### src/rsv_pkg.sv
// rsv_pkg: item types, register indexes, verdict codes and helpers for the sequence validator
`timescale 1ns / 1ps
`default_nettype none

package rsv_pkg;

    // widths fixed by the packet header fields
    localparam int SRC_W   = 32;
    localparam int SEQ_W   = 16;
    localparam int CNT_W   = 32;
    localparam int PROBE_W = 8;
    localparam int CFG_W   = 16;
    localparam int CFG_IDX_W = 2;

    // sequence number space, one bit wider than a sequence number
    localparam logic [SEQ_W:0] SEQ_MOD = 17'h10000;

    // counter saturation value
    localparam logic [CNT_W-1:0] CNT_MAX = 32'hFFFF_FFFF;

    // configuration register indexes
    localparam logic [CFG_IDX_W-1:0] CFG_MIN_SEQUENTIAL = 2'd0;
    localparam logic [CFG_IDX_W-1:0] CFG_MAX_DROPOUT    = 2'd1;
    localparam logic [CFG_IDX_W-1:0] CFG_MAX_MISORDER   = 2'd2;

    // configuration reset values
    localparam logic [PROBE_W-1:0] MIN_SEQUENTIAL_RST = 8'd2;
    localparam logic [SEQ_W-1:0]   MAX_DROPOUT_RST    = 16'd3000;
    localparam logic [SEQ_W-1:0]   MAX_MISORDER_RST   = 16'd100;

    // per-packet verdict codes
    typedef enum logic [2:0] {
        VERDICT_IN_ORDER    = 3'd0,
        VERDICT_PROBING     = 3'd1,
        VERDICT_PROBE_DONE  = 3'd2,
        VERDICT_JUMP_OK     = 3'd3,
        VERDICT_RESYNC      = 3'd4,
        VERDICT_BAD_PENDING = 3'd5,
        VERDICT_LATE        = 3'd6
    } verdict_t;

    // one received packet header
    typedef struct packed {
        logic [SRC_W-1:0] source_id;
        logic [SEQ_W-1:0] seq_num;
    } in_item_t;

    // one per-packet result
    typedef struct packed {
        logic             accepted;
        logic             sync_complete;
        logic             new_source;
        verdict_t         verdict;
        logic [CNT_W-1:0] received_total;
        logic [CNT_W-1:0] dropped_total;
        logic [CNT_W-1:0] seq_fail_total;
        logic [CNT_W-1:0] resync_total;
        logic [CNT_W-1:0] sources_seen;
        logic [CNT_W-1:0] sources_synced;
    } out_item_t;

    // saturating increment under an enable
    function automatic logic [CNT_W-1:0] sat_inc(input logic [CNT_W-1:0] v, input logic en);
        logic [CNT_W-1:0] r;
        r = v;
        if (en && (v != CNT_MAX))
        begin
            r = v + 32'd1;
        end
        return r;
    endfunction

endpackage

`default_nettype wire

### src/rtp_sequence_validator.sv
// rtp_sequence_validator: top level, sequence number check and all-time counters
`timescale 1ns / 1ps
`default_nettype none

// Checks the sequence number of each received packet against the tracked source
// and keeps saturating all-time counters. One item is taken every cycle while
// the result register can advance. Results pass the input register, then the
// result register; the compare-and-update of the source state between them is
// combinational, so consecutive packets of the same source need no spacing.
// The user must write configuration only while the block is idle (unenforced).
module rtp_sequence_validator (
    input  wire logic                           clk,
    input  wire logic                           rst_n,
    input  wire logic                           in_valid,
    output logic                                in_stall,
    input  wire rsv_pkg::in_item_t              in_data,
    output logic                                out_valid,
    input  wire logic                           out_stall,
    output rsv_pkg::out_item_t                  out_data,
    input  wire logic                           cfg_we,
    input  wire logic [rsv_pkg::CFG_IDX_W-1:0]  cfg_index,
    input  wire logic [rsv_pkg::CFG_W-1:0]      cfg_data
);

    // configuration registers
    logic [rsv_pkg::PROBE_W-1:0] min_seq_reg;
    logic [rsv_pkg::SEQ_W-1:0]   max_dropout_reg;
    logic [rsv_pkg::SEQ_W-1:0]   max_misorder_reg;

    // pipeline registers
    logic                  s1_valid_reg;
    rsv_pkg::in_item_t     s1_data_reg;
    logic                  out_valid_reg;
    rsv_pkg::out_item_t    out_data_reg;
    rsv_pkg::out_item_t    out_data_next;

    // source tracking state
    logic                        source_valid_reg;
    logic [rsv_pkg::SRC_W-1:0]   current_source_reg;
    logic [rsv_pkg::SEQ_W-1:0]   last_seq_reg;
    logic [rsv_pkg::SEQ_W-1:0]   last_seq_next;
    logic [rsv_pkg::PROBE_W-1:0] probe_count_reg;
    logic [rsv_pkg::PROBE_W-1:0] probe_count_next;
    logic                        bad_pending_reg;
    logic                        bad_pending_next;
    logic [rsv_pkg::SEQ_W-1:0]   bad_seq_reg;
    logic [rsv_pkg::SEQ_W-1:0]   bad_seq_next;

    // all-time counters
    logic [rsv_pkg::CNT_W-1:0] count_received_reg;
    logic [rsv_pkg::CNT_W-1:0] count_received_next;
    logic [rsv_pkg::CNT_W-1:0] count_dropped_reg;
    logic [rsv_pkg::CNT_W-1:0] count_dropped_next;
    logic [rsv_pkg::CNT_W-1:0] count_seq_fail_reg;
    logic [rsv_pkg::CNT_W-1:0] count_seq_fail_next;
    logic [rsv_pkg::CNT_W-1:0] count_resync_reg;
    logic [rsv_pkg::CNT_W-1:0] count_resync_next;
    logic [rsv_pkg::CNT_W-1:0] count_sources_reg;
    logic [rsv_pkg::CNT_W-1:0] count_sources_next;
    logic [rsv_pkg::CNT_W-1:0] count_synced_reg;
    logic [rsv_pkg::CNT_W-1:0] count_synced_next;

    // per-item decision signals
    logic                        advance;
    logic                        s1_fire;
    logic                        is_new;
    logic [rsv_pkg::SEQ_W-1:0]   seq;
    logic [rsv_pkg::SEQ_W-1:0]   base_last;
    logic [rsv_pkg::PROBE_W-1:0] base_probe;
    logic                        base_bad_pending;
    logic [rsv_pkg::SEQ_W-1:0]   base_bad_seq;
    logic [rsv_pkg::SEQ_W-1:0]   delta;
    logic                        in_seq;
    logic                        acc;
    logic                        sync;
    logic                        seq_fail;
    logic                        resync;
    rsv_pkg::verdict_t           verdict;

    // flow control: result register frees when empty or taken
    assign advance  = !out_valid_reg || !out_stall;
    assign s1_fire  = s1_valid_reg && advance;
    assign in_stall = s1_valid_reg && !advance;

    assign out_valid = out_valid_reg;
    assign out_data  = out_data_reg;

    // configuration writes
    always_ff @(posedge clk or negedge rst_n)
    begin
        if (!rst_n)
        begin
            min_seq_reg      <= rsv_pkg::MIN_SEQUENTIAL_RST;
            max_dropout_reg  <= rsv_pkg::MAX_DROPOUT_RST;
            max_misorder_reg <= rsv_pkg::MAX_MISORDER_RST;
        end
        else if (cfg_we)
        begin
            case (cfg_index)
                rsv_pkg::CFG_MIN_SEQUENTIAL: min_seq_reg <= cfg_data[rsv_pkg::PROBE_W-1:0];
                rsv_pkg::CFG_MAX_DROPOUT:    max_dropout_reg <= cfg_data;
                rsv_pkg::CFG_MAX_MISORDER:   max_misorder_reg <= cfg_data;
                default:                     ;
            endcase
        end
    end

    // input register
    always_ff @(posedge clk or negedge rst_n)
    begin
        if (!rst_n)
        begin
            s1_valid_reg <= 1'b0;
        end
        else if (!in_stall)
        begin
            s1_valid_reg <= in_valid;
        end
    end

    always_ff @(posedge clk)
    begin
        if (in_valid && !in_stall)
        begin
            s1_data_reg <= in_data;
        end
    end

    // source restart view of the state
    always_comb
    begin
        seq              = s1_data_reg.seq_num;
        is_new           = !source_valid_reg || (s1_data_reg.source_id != current_source_reg);
        base_last        = is_new ? '0 : last_seq_reg;
        base_probe       = is_new ? '0 : probe_count_reg;
        base_bad_pending = is_new ? 1'b0 : bad_pending_reg;
        base_bad_seq     = is_new ? '0 : bad_seq_reg;
        in_seq           = (seq == base_last + 16'd1);
        delta            = seq - base_last;
    end

    // probation and sequence decision
    always_comb
    begin
        last_seq_next    = base_last;
        probe_count_next = base_probe;
        bad_pending_next = base_bad_pending;
        bad_seq_next     = base_bad_seq;
        acc              = 1'b0;
        sync             = 1'b0;
        seq_fail         = 1'b0;
        resync           = 1'b0;
        verdict          = rsv_pkg::VERDICT_PROBING;
        if (base_probe < min_seq_reg)
        begin
            // probation
            last_seq_next = seq;
            if ((base_probe != '0) && in_seq)
            begin
                probe_count_next = base_probe + 8'd1;
                if (probe_count_next == min_seq_reg)
                begin
                    acc     = 1'b1;
                    sync    = 1'b1;
                    verdict = rsv_pkg::VERDICT_PROBE_DONE;
                end
            end
            else
            begin
                probe_count_next = 8'd1;
            end
        end
        else if (in_seq)
        begin
            last_seq_next = seq;
            acc           = 1'b1;
            verdict       = rsv_pkg::VERDICT_IN_ORDER;
        end
        else
        begin
            seq_fail = 1'b1;
            if (delta < max_dropout_reg)
            begin
                last_seq_next = seq;
                acc           = 1'b1;
                verdict       = rsv_pkg::VERDICT_JUMP_OK;
            end
            else if ({1'b0, delta} <= (rsv_pkg::SEQ_MOD - {1'b0, max_misorder_reg}))
            begin
                // big jump: resync when it follows the remembered one
                if (base_bad_pending && (seq == base_bad_seq + 16'd1))
                begin
                    resync           = 1'b1;
                    bad_pending_next = 1'b0;
                    bad_seq_next     = '0;
                    last_seq_next    = seq;
                    acc              = 1'b1;
                    verdict          = rsv_pkg::VERDICT_RESYNC;
                end
                else
                begin
                    bad_pending_next = 1'b1;
                    bad_seq_next     = seq;
                    verdict          = rsv_pkg::VERDICT_BAD_PENDING;
                end
            end
            else
            begin
                verdict = rsv_pkg::VERDICT_LATE;
            end
        end
    end

    // counter updates and result assembly
    always_comb
    begin
        count_sources_next  = rsv_pkg::sat_inc(count_sources_reg, is_new);
        count_received_next = rsv_pkg::sat_inc(count_received_reg, 1'b1);
        count_dropped_next  = rsv_pkg::sat_inc(count_dropped_reg, !acc);
        count_seq_fail_next = rsv_pkg::sat_inc(count_seq_fail_reg, seq_fail);
        count_resync_next   = rsv_pkg::sat_inc(count_resync_reg, resync);
        count_synced_next   = rsv_pkg::sat_inc(count_synced_reg, sync);

        out_data_next.accepted       = acc;
        out_data_next.sync_complete  = sync;
        out_data_next.new_source     = is_new;
        out_data_next.verdict        = verdict;
        out_data_next.received_total = count_received_next;
        out_data_next.dropped_total  = count_dropped_next;
        out_data_next.seq_fail_total = count_seq_fail_next;
        out_data_next.resync_total   = count_resync_next;
        out_data_next.sources_seen   = count_sources_next;
        out_data_next.sources_synced = count_synced_next;
    end

    // source state and counters
    always_ff @(posedge clk or negedge rst_n)
    begin
        if (!rst_n)
        begin
            source_valid_reg   <= 1'b0;
            current_source_reg <= '0;
            last_seq_reg       <= '0;
            probe_count_reg    <= '0;
            bad_pending_reg    <= 1'b0;
            bad_seq_reg        <= '0;
            count_received_reg <= '0;
            count_dropped_reg  <= '0;
            count_seq_fail_reg <= '0;
            count_resync_reg   <= '0;
            count_sources_reg  <= '0;
            count_synced_reg   <= '0;
        end
        else if (s1_fire)
        begin
            source_valid_reg   <= 1'b1;
            current_source_reg <= s1_data_reg.source_id;
            last_seq_reg       <= last_seq_next;
            probe_count_reg    <= probe_count_next;
            bad_pending_reg    <= bad_pending_next;
            bad_seq_reg        <= bad_seq_next;
            count_received_reg <= count_received_next;
            count_dropped_reg  <= count_dropped_next;
            count_seq_fail_reg <= count_seq_fail_next;
            count_resync_reg   <= count_resync_next;
            count_sources_reg  <= count_sources_next;
            count_synced_reg   <= count_synced_next;
        end
    end

    // result register
    always_ff @(posedge clk or negedge rst_n)
    begin
        if (!rst_n)
        begin
            out_valid_reg <= 1'b0;
        end
        else if (advance)
        begin
            out_valid_reg <= s1_valid_reg;
        end
    end

    always_ff @(posedge clk)
    begin
        if (s1_fire)
        begin
            out_data_reg <= out_data_next;
        end
    end

`ifndef SYNTHESIS
    // an empty input register never pushes back
    a_no_stall_when_empty: assert property (@(posedge clk) disable iff (!rst_n)
        !s1_valid_reg |-> !in_stall)
        else $error("input stalled with an empty input register");

    // a processed item always leaves a tracked source
    a_source_tracked: assert property (@(posedge clk) disable iff (!rst_n)
        s1_fire |=> source_valid_reg)
        else $error("source not tracked after an item");

    // end of probation is always an accepted probe-done result
    a_sync_is_probe_done: assert property (@(posedge clk) disable iff (!rst_n)
        (out_valid && out_data.sync_complete) |->
            (out_data.accepted && (out_data.verdict == rsv_pkg::VERDICT_PROBE_DONE)))
        else $error("sync_complete without probe-done acceptance");

    // drops never outnumber receptions
    a_drop_le_received: assert property (@(posedge clk) disable iff (!rst_n)
        count_dropped_reg <= count_received_reg)
        else $error("dropped count exceeds received count");
`endif

endmodule

`default_nettype wire

### config.mk
export PLATFORM = sky130hd
export DESIGN_NAME = rtp_sequence_validator
export DESIGN_NICKNAME = d
export VERILOG_FILES = /design/src/rsv_pkg.sv /design/src/rtp_sequence_validator.sv
export SDC_FILE = /design/constraint.sdc
export NUM_CORES = 1
export LEC_CHECK = 0
export BUFFER_PORTS_ARGS = -buffer_cell sky130_fd_sc_hd__clkbuf_2
export CORE_MARGIN = 5
export CORE_UTILIZATION = 35
export CTS_BUF_LIST = sky130_fd_sc_hd__clkbuf_8
export CTS_CLUSTER_DIAMETER = 40
export DETAILED_ROUTE_END_ITERATION = 8
export GPL_TIMING_DRIVEN = 0
export PLACE_DENSITY = 0.62
export SYNTH_ARGS = -nofsm -noshare
export SYNTH_HDL_FRONTEND = slang
export SYNTH_SLANG_ARGS = --single-unit
export TNS_END_PERCENT = 1
### constraint.sdc
create_clock -name clk -period 18.05 [get_ports clk]
set_input_delay 1.805 -clock clk [delete_from_list [all_inputs] [get_ports clk]]
set_output_delay 1.805 -clock clk [all_outputs]
set_load 0.02 [all_outputs]
---- Yosys cells after proc, flatten, opt, wreduce, memory -nomap -nowiden ----
Cells that the tools add are included.
cells by class
  $add $sub $neg .......................... 11
  $lt $le $gt $ge ......................... 3
  equality and inequality tests ........... 12
  multiplexer cells ....................... 47
  reductions and logical operators ........ 23
operator list
  operator                count
  $add 32x1->32 const B   6
  $mux 16                 12
  $mux 32                 6
  $ne 32x32->1 const B    6
  $add 16x1->16 const B   2
  $eq 16x16->1            2
  $ne 32x32->1            1
  $mux 8                  3
  $mux 1                  20
  $le 16x17->1            1
  $sub 17x16->17 const A  1
  $lt 16x16->1            1
  $sub 16x16->16          1
  $mux 3                  4
  $logic_and 1x1->1       10
  $add 8x1->8 const B     1
  $eq 8x8->1              1
  $lt 8x8->1              1
  $reduce_bool 8->1       1
  $logic_not 1->1         6
  $reduce_and 2->1        3
  $mux 2                  2
  $eq 2x1->1 const B      1
  $eq 2x2->1 const B      1
  2 further kinds         3
word-level totals
  register bits after elaboration ......... 554
  bits of input ports ..................... 71
  output and inout port bits .............. 200
  word-level logic and storage cells ...... 125

---- Logic depth before layout (Yosys ltp) ----
  depth after elaboration ................. 14
  gate-level depth with buffers ........... 34
  gate-level depth less buffers ........... 29

---- Worst setup path after synthesis ----
Ideal clock, no wire load.
  kind .................................... input-to-reg
  start ................................... input port out_stall
  end ..................................... register out_data_reg (netlist bit out_data[0]) (enable)
  setup time .............................. 640 ps
  arrival ................................. 8209 ps
  data required time ...................... 17410 ps
  path slack .............................. 9202 ps
  stages on the path ...................... 6
  path buffers ............................ 3
  path through ............................ nand2_1 > nand2_1 > inv_1 > clkbuf_1 > clkbuf_1 > clkbuf_1
between the ends
  longest elaborated chain between the ends .. 3
ends and longest elaborated chain
  what                  line                           RTL
  from (decl)           rtp_sequence_validator.sv:18   input wire logic out_stall,
  $logic_not 1->1       rtp_sequence_validator.sv:81   assign advance = !out_valid_reg || !out_stall;
  $logic_or 1x1->1      rtp_sequence_validator.sv:81
  $logic_and 1x1->1     rtp_sequence_validator.sv:82   assign s1_fire = s1_valid_reg && advance;
  named net s1_fire     rtp_sequence_validator.sv:65   logic s1_fire;
  to (signal assigned)  rtp_sequence_validator.sv:288  out_data_reg <= out_data_next;
  to (decl)             rtp_sequence_validator.sv:34   rsv_pkg::out_item_t out_data_reg;
The timed path passes the listed nets, and every way through them passes these cells.
A chain may end at the register's enable or synchronous reset.

---- Final worst setup path ----
  start ................................... register s1_data_reg[35] (netlist bit)
  end ..................................... register out_data_reg (netlist bit out_data[65]) (data pin)
between the ends
  longest elaborated chain between the ends .. 13
  elaborated cells on any way between the ends .. 22
  those cells by class .................... 3 x add/sub; 3 x order compare; 3 x eq/ne; 10 x mux; 3 x reduce/logical
ends and longest elaborated chain
  what                                                                  line                           RTL
  from (decl)                                                           rtp_sequence_validator.sv:32   rsv_pkg::in_item_t s1_data_reg;
  from (signal assigned)                                                rtp_sequence_validator.sv:125  s1_data_reg <= in_data;
  $ne 32x32->1 *                                                        rtp_sequence_validator.sv:133  is_new = !source_valid_reg || (s1_data_reg.source_id != current_source_reg);
  $logic_or 1x1->1 *                                                    rtp_sequence_validator.sv:133
  parallel branches: the longest is 8 deep, another holds $le 16x17->1  -
  $mux 1 *                                                              rtp_sequence_validator.sv:154  if (base_probe < min_seq_reg)
  $logic_and 1x1->1 *                                                   rsv_pkg.sv:66                  if (en && (v != CNT_MAX))
  $mux 32 *                                                             rsv_pkg.sv:66
  named net count_resync_next (one bit)                                 rtp_sequence_validator.sv:57   logic [rsv_pkg::CNT_W-1:0] count_resync_next;
Mark *: on every way through the listed nets, which the timed path passes.

==> metrics.md <==
| Metric | Value |
|---|---|
| Outcome | `completed` |
| CTS tree | `built` |
| R2r endpoint | `out_data[65]$_DFFE_PP_` |
| Hold Path Sink | `current_source_reg[15]$_DFFE_PN0P_` |
| Startpoint types | `register` |
| Nets | `between 3,000 and 4,000` |
| Power Density | `101 nW/µm²` |
| Final hold violation count | `0` |
| Final WS setup | `~9.3 ns` |
| Post-synth ARST share | `0.556` |
| Total power | `approximately 3.3 mW` |
| Syn nets | `2,675` |
| H-tree Lvls | `3` |
| DRT iter0 DRCs | `1,097` |
| Placed Cells | `around 3,900` |
| Reg clk slew, reported paths | `0.06 ns` |
| Postcts setup bufs | `0` |
| Type of the worst min-delay path | `reg -> reg` |
| Util after Layout | `0.419` |
| R2r worst-path depth | `29` |
| Register bit count reported by yosys | `between 500 and 600` |
| Yosys cell types | `between 80 and 90` |
| Top cell type's share of synthesized area | `0.267` |
| Final Setup Violations | `0` |
| R2R Setup Slk | `9.34 ns` |
| Top_reg_cell synth | `dfrtp_1` |
| Pleak | `14.8 nW` |
| CP peak stage delay | `roughly 0.96 ns` |
| Slew Viols, Final | `0` |
| Largest net degree at the start of global routing | `between 90 and 100` |
| Vias in the first global route | `about 20,000` |
| Top achievable clock speed | `around 110 MHz` |
| Crit Path Class | `reg -> reg` |
| Post-DP HPWL | `between 50 and 60 mm` |
| Layout cell share with drive strength beyond 1 | `0.187` |
| Fin crit share | `0.483` |
| Gate Count Post-Synth | `around 2,500` |
| Die height | `just under 300 µm` |
| Commonest cells after routing, fill and taps aside | `nand2_1, dfrtp_1, clkbuf_2` |
| Worst Skew | `around 0.038 ns` |
| Arr. time, crit path | `~9.2 ns` |
| Synth warnings | `0` |
| I/O Buffers | `270` |
| Global-route wire length before repair | `approximately 110 mm` |
| TritonRoute pass-1 iters | `6` |
| Post-Syn Area | `approximately 28,000 µm²` |
| Core area | `between 70,000 and 80,000 µm²` |
| Clk_lat worst skew | `between 0.7 and 0.8 ns` |
| Worst slack at placement | `9.29 ns` |
| Slew @ Worst Pin | `roughly 1.2 ns` |
| Cell at the slowest stage of the critical path | `o21ai_0` |
| Max-slew headroom | `0.182` |
| Hold_sp | `s1_data_reg[31]$_DFFE_PP_` |
| Seq/Total Area, Yosys | `0.542` |
| Gr ovfl total | `0` |
| Via count | `a little under 20,000` |
| CP Max Fanout | `10` |
| Area contributors post-synth | `dfrtp_1, edfxtp_1, xor2_1` |
| Hold Path Stages | `2` |
| Minimum clock period | `~8.7 ns` |
| Initial Util | `0.353` |
| Root buf cell | `clkbuf_8` |
| Layout area overhead | `18.9%` |
| GP Congestion | `0.858` |
| EDFF count, synth | `246` |
| Max clock buf depth | `3` |
| Final WL | `around 71 mm` |
| Final TNS setup | `0 ns` |
| Fin cells | `slightly above 4,000` |
| Initial antenna violation count | `1` |
| Routed len/inst | `between 15 and 20 µm` |
| Post-DR vias/cell | `slightly below 5` |
| Most frequent CP cell | `buf_2` |
| FP Rows | `roughly 100` |
| Crit. End Element | `register` |
| Max FFs per register | `about 200` |
| # clock sinks | `~550` |
| Hold Buf Count CTS | `0` |
| Peak supply drop | `roughly 0.000064 V` |
| Post-CTS sizing | `0` |
| Detail Route Antenna Nets | `0` |
| Post-Syn Area per Cell | `roughly 11 µm²` |
| FF-to-FF Start | `s1_data_reg[35]$_DFFE_PP_` |
| Drc violations | `0` |
| Total CTS buffers | `110` |
| Max-cap violations | `0` |
| Die area | `~85,000 µm²` |
| Commonest non-fill, non-tap cell in the layout | `nand2_1` |
| Top cell type by total area after synthesis | `dfrtp_1` |
| Die Width | `292 µm` |
| RSZ-0062 raised after global routing | `false` |
| Total GRT Usage | `0.163` |
| IO Count | `271` |
| Worst Path Required | `roughly 19 ns` |
## synth_stat cells, types with 6 or more instances
master	count
a21oi_1	27
buf_2	17
xnor2_1	222
xor2_1	245
inv_1	72
a21o_1	6
nor2b_1	14
edfxtp_1	246
or3_1	12
nor4_2	12
nand2_1	313
nand2b_1	24
o211ai_1	6
nor3_1	114
clkbuf_1	74
and3_1	53
o21ai_0	44
buf_1	10
and2_1	23
dfstp_2	11
nand3_1	112
a22o_1	35
nor4_1	30
ha_1	63
o21a_1	11
nand4_1	72
nor2_1	192
or2_2	11
mux2_2	44
and4_1	14
dfrtp_1	297
a31oi_1	11
## routing by layer
| metal | up-vias | global-route usage | share of wire |
|---|---|---|---|
| met3 | 120 | 0.0294 | 0.052 |
| met2 | 501 | 0.273 | 0.48 |
| met4 | 0 | 0.0474 | 0.020 |
| met1 | 9563 | 0.219 | 0.45 |
| li1 | 9699 | - | - |
| met5 | - | 0 | 0 |
## power by group
part | internal (mW) | switching, mW | total, mW
Sequential | 1.44 | 0.0787 | 1.52
Clock | 0.769 | 0.584 | 1.35
Combinational | 0.177 | 0.289 | 0.466
Total | 2.39 | 0.952 | 3.34
## cell type report
type	instances	area, µm²
well taps	1050	1310
fillers	7536	45900
inverters	73	274
diodes	3	7.51
clock buffers	120	1650
clock inverters	89	747
repair buffers	277	1550
flip-flops and latches	554	15100
plain buffers	108	464
multi-input cells	1805	12000
## through the flow
| step | instance area [µm²] | hold slack (ns) |
|---|---|---|
| after CTS | 33100 | 0.494 |
| after detailed placement | 30700 | 0.481 |
| after global routing | 33100 | 0.511 |
| after floorplan | 27900 | 0.449 |
| final | 33100 | 0.489 |
| after global placement | 30500 | 0.467 |
## critical path: cells and delay by family (launching register included)
kind	cells	cell delay, ns
compound gates	11	3.65
simple gates	7	1.57
buf+inv	5	1.38
fa+ha+maj	3	0.69
flops	1	0.42
mux	1	0.39
xor+xnor	2	0.34
## kinds of logic (layout without fill, tap and decap cells)
family / count (synthesis) / after routing / share of synthesized area
other: 0 / 3 / 0
adders and majority gates: 64 / 64 / 0.0290
buffers and inverters: 181 / 667 / 0.0264
and+or+nand+nor: 1023 / 1023 / 0.181
xor gates and xnor gates: 472 / 472 / 0.150
muxes: 46 / 46 / 0.0185
DFF: 554 / 554 / 0.542
AOI/OAI and AO/OA: 200 / 200 / 0.0526
## worst max path at each step
| stage | to | start | slack [ns] |
|---|---|---|---|
| 3_5_place_dp | out_data[65]$_DFFE_PP_ | s1_data_reg[16]$_DFFE_PP_ | 9.29 |
| 3_3_place_gp | out_data[129]$_DFFE_PP_ | out_stall | 4.06 |
| 4_1_cts | out_data[65]$_DFFE_PP_ | s1_data_reg[16]$_DFFE_PP_ | 9.25 |
| 2_1_floorplan | out_data[0]$_DFFE_PP_ | out_stall | 9.20 |
| 5_1_grt | out_data[65]$_DFFE_PP_ | s1_data_reg[20]$_DFFE_PP_ | 8.76 |
| 6_report | out_data[65]$_DFFE_PP_ | s1_data_reg[35]$_DFFE_PP_ | 9.34 |
No activity file was read; power rests on OpenSTA's default activity.
